$ cat src/hw/rtl/assert_macros.svh
// Assertion helpers shared by the RTL. Each assertion is clocked on clk and
// disabled while rst_n is low.
`ifndef ASSERT_MACROS_SVH
`define ASSERT_MACROS_SVH

// The consequent must hold in the same cycle as the antecedent.
`define ASSERT_IMPL(label, ante, cons) \
    label: assert property (@(posedge clk) disable iff (!rst_n) (ante) |-> (cons)) \
        else $error("assertion failed: same-cycle implication");

// The consequent must hold in the cycle after the antecedent.
`define ASSERT_NEXT(label, ante, cons) \
    label: assert property (@(posedge clk) disable iff (!rst_n) (ante) |=> (cons)) \
        else $error("assertion failed: next-cycle implication");

`endif

$ cat src/hw/rtl/rc4kg_pkg.sv
`timescale 1ns / 1ps
`default_nettype none

package rc4kg_pkg;

    localparam int OP_W  = 2;
    localparam int KEY_W = 8;
    localparam int OUT_W = 8;
    localparam int CFG_W = 4;

    localparam logic [OP_W-1:0] OP_INIT = 2'd0;
    localparam logic [OP_W-1:0] OP_KEY  = 2'd1;
    localparam logic [OP_W-1:0] OP_GEN  = 2'd2;

    localparam logic [CFG_W-1:0] WORD_BITS_RESET = 4'd8;

    localparam int ST_W = 3;
    localparam logic [ST_W-1:0] ST_IDLE = 3'd0;
    localparam logic [ST_W-1:0] ST_RD_J = 3'd1;
    localparam logic [ST_W-1:0] ST_RD_T = 3'd2;
    localparam logic [ST_W-1:0] ST_FIN  = 3'd3;
    localparam logic [ST_W-1:0] ST_FILL = 3'd4;

    typedef logic [OP_W-1:0]  op_t;
    typedef logic [KEY_W-1:0] key_t;
    typedef logic [OUT_W-1:0] ks_word_t;
    typedef logic [CFG_W-1:0] word_bits_t;

endpackage

`default_nettype wire

$ cat src/hw/rtl/rc4kg_intf.sv
`timescale 1ns / 1ps
`default_nettype none

interface rc4kg_in_if;
    logic              valid;
    logic              ready;
    rc4kg_pkg::op_t    op;
    rc4kg_pkg::key_t   key_word;

    modport source (output valid, output op, output key_word, input ready);
    modport sink   (input valid, input op, input key_word, output ready);
endinterface

interface rc4kg_out_if;
    logic                  valid;
    logic                  ready;
    rc4kg_pkg::ks_word_t   keystream_word;

    modport source (output valid, output keystream_word, input ready);
    modport sink   (input valid, input keystream_word, output ready);
endinterface

interface rc4kg_cfg_if;
    logic                    valid;
    logic                    ready;
    rc4kg_pkg::word_bits_t   word_bits;

    modport source (output valid, output word_bits, input ready);
    modport sink   (input valid, input word_bits, output ready);
endinterface

`default_nettype wire

$ cat src/hw/rtl/rc4kg_perm_ram.sv
`timescale 1ns / 1ps
`default_nettype none

module rc4kg_perm_ram #(
    parameter int ADDR_W = 8,
    parameter int DATA_W = 8
) (
    input  wire logic              clk,
    input  wire logic              we,
    input  wire logic [ADDR_W-1:0] waddr,
    input  wire logic [DATA_W-1:0] wdata,
    input  wire logic              re,
    input  wire logic [ADDR_W-1:0] raddr,
    output logic      [DATA_W-1:0] rdata
);

    localparam int DEPTH = 1 << ADDR_W;

    logic [DATA_W-1:0] mem [DEPTH];

    always_ff @(posedge clk)
    begin
        if (we)
        begin
            mem[waddr] <= wdata;
        end
    end

    // A read of the entry being written in the same cycle returns the new word.
    always_ff @(posedge clk)
    begin
        if (re)
        begin
            if (we && (waddr == raddr))
            begin
                rdata <= wdata;
            end
            else
            begin
                rdata <= mem[raddr];
            end
        end
    end

endmodule

`default_nettype wire

$ cat src/hw/rtl/rc4_keystream_generator.sv
`timescale 1ns / 1ps
`default_nettype none

// Channel   Role   Word                       Accepted when
// in_ch     sink   op, key_word               in_ch.valid && in_ch.ready
// out_ch    source keystream_word             out_ch.valid && out_ch.ready
// cfg       sink   word_bits                  cfg.valid && cfg.ready (always ready)
//
// A key or generate word steps through the single-port-write table: read S[i] as it is taken,
// read S[j] (ST_RD_J), write S[i] (ST_RD_T), then write S[j] (ST_FIN) while the next word is taken.
// An init word sweeps the identity into all 2^MAX_WORD_BITS entries of the table, one entry a cycle.
// Reset clears indices and phase and restores the eight-bit word size; the table holds
// no value until an init word.
// A generate word waits in ST_FIN while the output register is full and out_ch.ready is low.

module rc4_keystream_generator #(
    parameter int MAX_WORD_BITS = 8
) (
    input  wire logic   clk,
    input  wire logic   rst_n,
    rc4kg_in_if.sink    in_ch,
    rc4kg_out_if.source out_ch,
    rc4kg_cfg_if.sink   cfg
);

    `include "assert_macros.svh"

    localparam int AW = MAX_WORD_BITS;

    function automatic logic [AW-1:0] mask_for(input rc4kg_pkg::word_bits_t wb);
        rc4kg_pkg::word_bits_t n;
        logic [AW-1:0]         m;
        n = wb;
        if (n == '0)
        begin
            n = 4'd1;
        end
        if (n > rc4kg_pkg::CFG_W'(MAX_WORD_BITS))
        begin
            n = rc4kg_pkg::CFG_W'(MAX_WORD_BITS);
        end
        for (int k = 0; k < AW; k++)
        begin
            m[k] = (k < int'(n));
        end
        return m;
    endfunction

    logic [rc4kg_pkg::ST_W-1:0] state_reg;
    logic [rc4kg_pkg::ST_W-1:0] state_next;
    logic [AW-1:0] mask_reg;
    logic [AW-1:0] i_reg;
    logic [AW-1:0] j_reg;
    logic          gen_reg;
    logic [AW-1:0] i_cur_reg;
    logic [AW-1:0] si_reg;
    logic [AW-1:0] sj_reg;
    logic [AW-1:0] t_reg;
    logic [AW-1:0] key_reg;
    logic          op_gen_reg;
    logic [AW-1:0] cnt_reg;
    logic          out_valid_reg;
    logic          out_valid_next;
    rc4kg_pkg::ks_word_t out_word_reg;

    logic          mem_we;
    logic [AW-1:0] mem_waddr;
    logic [AW-1:0] mem_wdata;
    logic          mem_re;
    logic [AW-1:0] mem_raddr;
    logic [AW-1:0] mem_rdata;

    logic          accept;
    logic          finish;
    logic          do_init;
    logic          do_key;
    logic          do_gen;
    logic [AW-1:0] i_base;
    logic [AW-1:0] i_use;
    logic [AW-1:0] j_calc;
    logic [AW-1:0] t_calc;
    logic [AW-1:0] st_sel;

    rc4kg_perm_ram #(
        .ADDR_W (AW),
        .DATA_W (AW)
    ) u_ram (
        .clk   (clk),
        .we    (mem_we),
        .waddr (mem_waddr),
        .wdata (mem_wdata),
        .re    (mem_re),
        .raddr (mem_raddr),
        .rdata (mem_rdata)
    );

    assign cfg.ready = 1'b1;

    assign finish = (state_reg == rc4kg_pkg::ST_FIN)
                 && (!op_gen_reg || !out_valid_reg || out_ch.ready);
    assign in_ch.ready = (state_reg == rc4kg_pkg::ST_IDLE) || finish;
    assign accept  = in_ch.valid && in_ch.ready;
    assign do_init = accept && (in_ch.op == rc4kg_pkg::OP_INIT);
    assign do_key  = accept && (in_ch.op == rc4kg_pkg::OP_KEY) && !gen_reg;
    assign do_gen  = accept && (in_ch.op == rc4kg_pkg::OP_GEN);

    // The first generate word after keying restarts both indices from zero.
    assign i_base = gen_reg ? i_reg : '0;

    always_comb
    begin
        if (in_ch.op == rc4kg_pkg::OP_GEN)
        begin
            i_use = (i_base + AW'(1)) & mask_reg;
        end
        else
        begin
            i_use = i_reg & mask_reg;
        end
    end

    always_comb
    begin
        if (op_gen_reg)
        begin
            j_calc = (j_reg + (mem_rdata & mask_reg)) & mask_reg;
        end
        else
        begin
            j_calc = (j_reg + (mem_rdata & mask_reg) + (key_reg & mask_reg)) & mask_reg;
        end
    end

    assign t_calc = ((si_reg & mask_reg) + (mem_rdata & mask_reg)) & mask_reg;

    // After the swap S[j] holds the old S[i] and S[i] the old S[j].
    always_comb
    begin
        if (t_reg == j_reg)
        begin
            st_sel = si_reg;
        end
        else if (t_reg == i_cur_reg)
        begin
            st_sel = sj_reg;
        end
        else
        begin
            st_sel = mem_rdata;
        end
    end

    always_comb
    begin
        mem_we    = 1'b0;
        mem_waddr = i_cur_reg;
        mem_wdata = mem_rdata;
        mem_re    = 1'b0;
        mem_raddr = i_use;
        case (state_reg)
            rc4kg_pkg::ST_RD_J:
            begin
                mem_re    = 1'b1;
                mem_raddr = j_calc;
            end
            rc4kg_pkg::ST_RD_T:
            begin
                mem_we    = 1'b1;
                mem_waddr = i_cur_reg;
                mem_wdata = mem_rdata;
                mem_re    = op_gen_reg;
                mem_raddr = t_calc;
            end
            rc4kg_pkg::ST_FIN:
            begin
                mem_we    = 1'b1;
                mem_waddr = j_reg;
                mem_wdata = si_reg;
            end
            rc4kg_pkg::ST_FILL:
            begin
                mem_we    = 1'b1;
                mem_waddr = cnt_reg;
                mem_wdata = cnt_reg;
            end
            default:
            begin
                mem_we = 1'b0;
            end
        endcase
        if (do_key || do_gen)
        begin
            mem_re    = 1'b1;
            mem_raddr = i_use;
        end
    end

    always_comb
    begin
        state_next = state_reg;
        case (state_reg)
            rc4kg_pkg::ST_IDLE, rc4kg_pkg::ST_FIN:
            begin
                if (state_reg == rc4kg_pkg::ST_FIN && !finish)
                begin
                    state_next = rc4kg_pkg::ST_FIN;
                end
                else if (do_init)
                begin
                    state_next = rc4kg_pkg::ST_FILL;
                end
                else if (do_key || do_gen)
                begin
                    state_next = rc4kg_pkg::ST_RD_J;
                end
                else
                begin
                    state_next = rc4kg_pkg::ST_IDLE;
                end
            end
            rc4kg_pkg::ST_RD_J:
            begin
                state_next = rc4kg_pkg::ST_RD_T;
            end
            rc4kg_pkg::ST_RD_T:
            begin
                state_next = rc4kg_pkg::ST_FIN;
            end
            rc4kg_pkg::ST_FILL:
            begin
                if (cnt_reg == '1)
                begin
                    state_next = rc4kg_pkg::ST_IDLE;
                end
            end
            default:
            begin
                state_next = rc4kg_pkg::ST_IDLE;
            end
        endcase
    end

    always_comb
    begin
        out_valid_next = out_valid_reg;
        if (finish && op_gen_reg)
        begin
            out_valid_next = 1'b1;
        end
        else if (out_ch.ready)
        begin
            out_valid_next = 1'b0;
        end
    end

    always_ff @(posedge clk or negedge rst_n)
    begin
        if (!rst_n)
        begin
            state_reg     <= rc4kg_pkg::ST_IDLE;
            mask_reg      <= mask_for(rc4kg_pkg::WORD_BITS_RESET);
            i_reg         <= '0;
            j_reg         <= '0;
            gen_reg       <= 1'b0;
            out_valid_reg <= 1'b0;
        end
        else
        begin
            state_reg     <= state_next;
            out_valid_reg <= out_valid_next;
            if (cfg.valid)
            begin
                mask_reg <= mask_for(cfg.word_bits);
            end
            if (do_init)
            begin
                i_reg   <= '0;
                j_reg   <= '0;
                gen_reg <= 1'b0;
            end
            else if (do_key)
            begin
                i_reg <= (i_use + AW'(1)) & mask_reg;
            end
            else if (do_gen)
            begin
                i_reg   <= i_use;
                gen_reg <= 1'b1;
                if (!gen_reg)
                begin
                    j_reg <= '0;
                end
            end
            else if (state_reg == rc4kg_pkg::ST_RD_J)
            begin
                j_reg <= j_calc;
            end
        end
    end

    always_ff @(posedge clk)
    begin
        if (do_key || do_gen)
        begin
            i_cur_reg  <= i_use;
            key_reg    <= AW'(in_ch.key_word);
            op_gen_reg <= do_gen;
        end
        if (do_init)
        begin
            cnt_reg <= '0;
        end
        else if (state_reg == rc4kg_pkg::ST_FILL)
        begin
            cnt_reg <= cnt_reg + AW'(1);
        end
        if (state_reg == rc4kg_pkg::ST_RD_J)
        begin
            si_reg <= mem_rdata;
        end
        if (state_reg == rc4kg_pkg::ST_RD_T)
        begin
            sj_reg <= mem_rdata;
            t_reg  <= t_calc;
        end
        if (finish && op_gen_reg)
        begin
            out_word_reg <= rc4kg_pkg::OUT_W'(st_sel & mask_reg);
        end
    end

    assign out_ch.valid          = out_valid_reg;
    assign out_ch.keystream_word = out_word_reg;

    `ASSERT_IMPL(a_no_accept_mid_step,
        (state_reg == rc4kg_pkg::ST_RD_J) || (state_reg == rc4kg_pkg::ST_RD_T)
            || (state_reg == rc4kg_pkg::ST_FILL),
        !in_ch.ready)
    `ASSERT_NEXT(a_fill_ends_idle,
        (state_reg == rc4kg_pkg::ST_FILL) && (cnt_reg == '1),
        state_reg == rc4kg_pkg::ST_IDLE)
    `ASSERT_IMPL(a_no_write_when_idle,
        state_reg == rc4kg_pkg::ST_IDLE,
        !mem_we)
    `ASSERT_NEXT(a_gen_step_loads_output,
        finish && op_gen_reg,
        out_valid_reg)

endmodule

`default_nettype wire

$ cat src/flat_wrapper.sv
// flat-port wrapper written by rule: the top's interface ports become plain ports
module rc4_keystream_generator_flat 
#(
    parameter int MAX_WORD_BITS = 8
)
  (clk, rst_n, in_ch_valid, in_ch_op, in_ch_key_word, in_ch_ready, out_ch_valid, out_ch_keystream_word, out_ch_ready, cfg_valid, cfg_word_bits, cfg_ready);
  rc4kg_in_if in_ch_i ();
  rc4kg_out_if out_ch_i ();
  rc4kg_cfg_if cfg_i ();
  input  wire logic clk;
  input  wire logic rst_n;
  input wire logic [$bits(in_ch_i.valid)-1:0] in_ch_valid;
  input wire logic [$bits(in_ch_i.op)-1:0] in_ch_op;
  input wire logic [$bits(in_ch_i.key_word)-1:0] in_ch_key_word;
  output wire logic [$bits(in_ch_i.ready)-1:0] in_ch_ready;
  output wire logic [$bits(out_ch_i.valid)-1:0] out_ch_valid;
  output wire logic [$bits(out_ch_i.keystream_word)-1:0] out_ch_keystream_word;
  input wire logic [$bits(out_ch_i.ready)-1:0] out_ch_ready;
  input wire logic [$bits(cfg_i.valid)-1:0] cfg_valid;
  input wire logic [$bits(cfg_i.word_bits)-1:0] cfg_word_bits;
  output wire logic [$bits(cfg_i.ready)-1:0] cfg_ready;
  assign in_ch_i.valid = in_ch_valid;
  assign in_ch_i.op = in_ch_op;
  assign in_ch_i.key_word = in_ch_key_word;
  assign in_ch_ready = in_ch_i.ready;
  assign out_ch_valid = out_ch_i.valid;
  assign out_ch_keystream_word = out_ch_i.keystream_word;
  assign out_ch_i.ready = out_ch_ready;
  assign cfg_i.valid = cfg_valid;
  assign cfg_i.word_bits = cfg_word_bits;
  assign cfg_ready = cfg_i.ready;
  rc4_keystream_generator #(.MAX_WORD_BITS(MAX_WORD_BITS)) u_core (.clk(clk), .rst_n(rst_n), .in_ch(in_ch_i), .out_ch(out_ch_i), .cfg(cfg_i));
endmodule
$ cat config.mk
export PLATFORM = sky130hd
export DESIGN_NAME = rc4_keystream_generator_flat
export DESIGN_NICKNAME = d
export VERILOG_FILES = /design/src/hw/rtl/rc4kg_pkg.sv /design/src/hw/rtl/rc4kg_intf.sv /design/src/hw/rtl/rc4kg_perm_ram.sv /design/src/hw/rtl/rc4_keystream_generator.sv /design/src/flat_wrapper.sv
export VERILOG_INCLUDE_DIRS = /design/src /design/src/hw/rtl
export SDC_FILE = /design/constraint.sdc
export NUM_CORES = 2
export LEC_CHECK = 0
export BUFFER_PORTS_ARGS = -buffer_cell sky130_fd_sc_hd__buf_2
export CAP_MARGIN = 15
export CORE_MARGIN = 2
export CORE_UTILIZATION = 40
export CTS_CLUSTER_SIZE = 12
export DETAILED_ROUTE_END_ITERATION = 8
export SLEW_MARGIN = 20
export SYNTH_ARGS = -nofsm -noshare
export SYNTH_HDL_FRONTEND = slang
export SYNTH_SLANG_ARGS = --single-unit
$ cat constraint.sdc
create_clock -name clk -period 16.22 [get_ports clk]
set_clock_uncertainty 0.05 [all_clocks]
set_input_delay 0.811 -clock clk [delete_from_list [all_inputs] [get_ports clk]]
set_output_delay 0.811 -clock clk [all_outputs]
set_load 0.02 [all_outputs]
==> summary.txt <==
STA
  – Max transition margin: 22.3%
  – Final worst slack: approximately 8.6 ns
  – Fmax achieved: 0.130 GHz
  – Hold Slack: roughly 0.085 ns
  – Final setup fails: 0
  – Fin. max-slew vios: 0
  – Fin. Hold Viols: 0
  – Min cycle time layout: roughly 7.7 ns
  – Sum of negative setup slack: 0 ns
  – RSZ-0062 raised after global routing: false
  – Worst slew pin tran: about 1.2 ns
  – Period utilization: a little under half

Yosys
  – YS warnings: 0
  – Mapped Cells: around 4,500
  – Leading area contributor after synthesis: edfxtp_1
  – EDFF count, synth: about 2,100
  – Unique cell type count in the Yosys netlist: 91
  – Mapped Area: about 0.087 sq mm
  – Syn_nets: about 4,500
  – Register area share after synthesis: 74.0%
  – Post-synth top flop: edfxtp_1
  – FFs w/ async S/R, synth: under 10%
  – Post-synthesis register bit count: 2,142
  – Top cell type's share of synthesized area: approximately 73%
  – Synth Area per Inst: 19.3 sq um
  – Synth top area cells: edfxtp_1, mux4_2, nand2_1

Place
  – I/O Buffers: 28
  – DPL Wire Length: ~140,000 um
  – Routability cong.: between 0.8 and 0.9
  – Place WS: around 8.5 ns

Clock tree
  – Clock sink count: between 2,000 and 2,500
  – Worst-Skew Late Latency: around 0.85 ns
  – # Post-CTS Setup Buffers: 0
  – Cts hold-fix bufs: 1
  – CTS Buffer Depth: 3
  – Num CTS Buffers: between 200 and 250
  – Cts repair resizes: 0
  – Clock slew at reported path FFs: about 0.060 ns
  – Htree depth: 4
  – Clk root buf: clkbuf_16
  – CTS tree: built

Floorplan
  – Starting density of the core: 40.3%
  – Row Count: between 150 and 200
  – Core footprint: between 0.2 and 0.25 sq mm
  – Boundary Pins: 30
  – Die Ht: approximately 470 um
  – Area of the die: 0.220 sq mm
  – Die width: around 470 um

Critical path
  – CP Launch Type: flop
  – Reg2Reg Depth: 16
  – Top delay family on crit path: compound AO/OA/AOI/OAI gates
  – Buf+Inv Stages, Crit Path: 3
  – FF-to-FF Start: u_core.mask_reg[0]$_DFFE_PN1P_
  – WP data arrival: ~8 ns
  – Max Fanout on Critical Path: about 80
  – Reg2Reg Setup Slack: around 8.6 ns
  – CP Capture Type: flop
  – CP cell instances: and2_1 > ha_1 > ha_1 > mux2i_1 > o2bb2ai_2 > a2bb2oi_4 > buf_12 > buf_4 > buf_4 > mux4_2 > nand2_1 > a32oi_1 > a22oi_1 > o211ai_1 > nand3_1 > o31ai_1
  – Slowest-stage cell, CP: buf_4
  – Slowest Stage Delay on Critical Path: 0.83 ns
  – WP data required: approximately 17 ns
  – Stages on worst setup path: 16
  – CP Class: flop to flop
  – RR Endpoint: u_core.u_ram.rdata[2]$_DFFE_PP_

Outcome
  – Status: finished clean

GRT
  – Vias in the first global route: about 44,000
  – Initial antenna violation count: 6
  – First-pass GRT wire length: ~320,000 um
  – Aggregate global-route resource usage: between 20 and 25%
  – Largest net degree at the start of global routing: 212
  – Total congestion overflow: 0

Final layout
  – Max reg flops: roughly 2,000
  – # fillers: about 18,000
  – Share of layout cells above drive strength 1: around 20%
  – Final core utilization: between 40 and 50%
  – Most frequent cells in the layout: edfxtp_1, mux4_2, nand2_1
  – Layout area overhead: 10.8%
  – Antenna Diode Count: 0
  – Top reg by flops: u_core.u_ram.mem
  – Final nets: between 4,000 and 5,000
  – Most common cell after layout, fill and taps aside: edfxtp_1

Routing
  – Pre-Repair DR Iteration Count: 6
  – Starting DRT DRC Count: 5,514
  – Post-route ant nets: 0
  – DRC Markers: 0
  – Routed vias: ~45,000
  – Routed WL: around 230,000 um
  – Wire per inst: 29.9 um
  – Vias per cell: 5.91

Worst hold path
  – WHS Path Cells: 1
  – Hold Path Sink: u_core.key_reg[4]$_DFFE_PP_
  – Hold Crit Start: in_ch_key_word[4]
  – Hold/Removal Path Class: input pin to flop

Job
  – Max Cap Viol: 0
-- through the flow --
stage	area, sq um	instances
2_1_floorplan	86700	4493
3_3_place_gp	89600	7183
3_5_place_dp	89600	7185
4_1_cts	95900	7537
5_1_grt	96000	7540
6_report	96000	7540
-- cells by family (layout without fill, tap and decap cells) --
logic type	count (synthesis)	after routing	synth area share (%)
AND/OR/NAND/NOR	1006	1006	5.10
adder cells (fa/ha/maj)	25	25	0.357
AO/OA/AOI/OAI	328	328	2.85
buffers and inverters	294	503	2.17
XOR/XNOR	60	60	0.624
flip-flops	2142	2142	74.0
other	1	1	0.00433
multiplexers	637	637	14.9
-- layout make-up --
type	instances	area (sq um)	share of cell area [%]
Multi-Input combinational cell	2057	20900	21.8
Clock buffer	293	5770	6.01
Clock inverter	58	519	0.541
Sequential cell	2142	64100	66.8
Timing Repair Buffer	134	1090	1.14
Inverter	18	81.3	0.0847
Tap cell	2838	3550	3.70
-- how the worst max path moves through the flow --
| stage | from | slack (ns) | endpoint |
|---|---|---|---|
| after floorplan | u_core.state_reg[2]$_DFFE_PN0P_ | 10.45 | u_core.u_ram.mem[0][3]$_DFFE_PP_ |
| after global placement | u_core.mask_reg[0]$_DFFE_PN1P_ | 8.08 | u_core.u_ram.rdata[4]$_DFFE_PP_ |
| after detailed placement | u_core.mask_reg[0]$_DFFE_PN1P_ | 8.49 | u_core.u_ram.rdata[2]$_DFFE_PP_ |
| after CTS | u_core.mask_reg[0]$_DFFE_PN1P_ | 8.47 | u_core.u_ram.rdata[2]$_DFFE_PP_ |
| after global routing | u_core.mask_reg[0]$_DFFE_PN1P_ | 7.95 | u_core.u_ram.rdata[4]$_DFFE_PP_ |
| final | u_core.mask_reg[0]$_DFFE_PN1P_ | 8.55 | u_core.u_ram.rdata[2]$_DFFE_PP_ |
-- per-layer routing --
| layer | up-vias | GRT usage (%) | wire (um) |
|---|---|---|---|
| met5 | - | 0.368 | 167 |
| met4 | 8 | 6.85 | 7700 |
| met3 | 391 | 3.37 | 17200 |
| met2 | 2025 | 31.7 | 107000 |
| met1 | 23717 | 28.6 | 93700 |
| li1 | 18398 | - | - |
-- cell usage after synthesis, drive strengths merged (6+ instances only) --
cell,instances
buf,189
xor2,26
a211oi,46
a32oi,30
nor3b,8
ha,19
and3,46
a31oi,18
a221oi,11
o31ai,9
nor2b,9
xnor2,33
edfxtp,2105
a32o,13
nor4,10
nor2,343
a221o,14
mux2,18
o211a,8
a21o,11
nand4,23
a21oi,32
dfstp,8
mux4,512
nor3,8
o22ai,12
o21a,10
dfxtp,8
o21ai,45
nand2,370
nand2b,6
nand3,118
o211ai,14
clkbuf,87
mux2i,107
and2,41
inv,16
dfrtp,21
a311oi,23
Power is left out: the tool's default activity adds up to more than one toggle a clock period on the data nets, which glitch-free logic cannot reach.
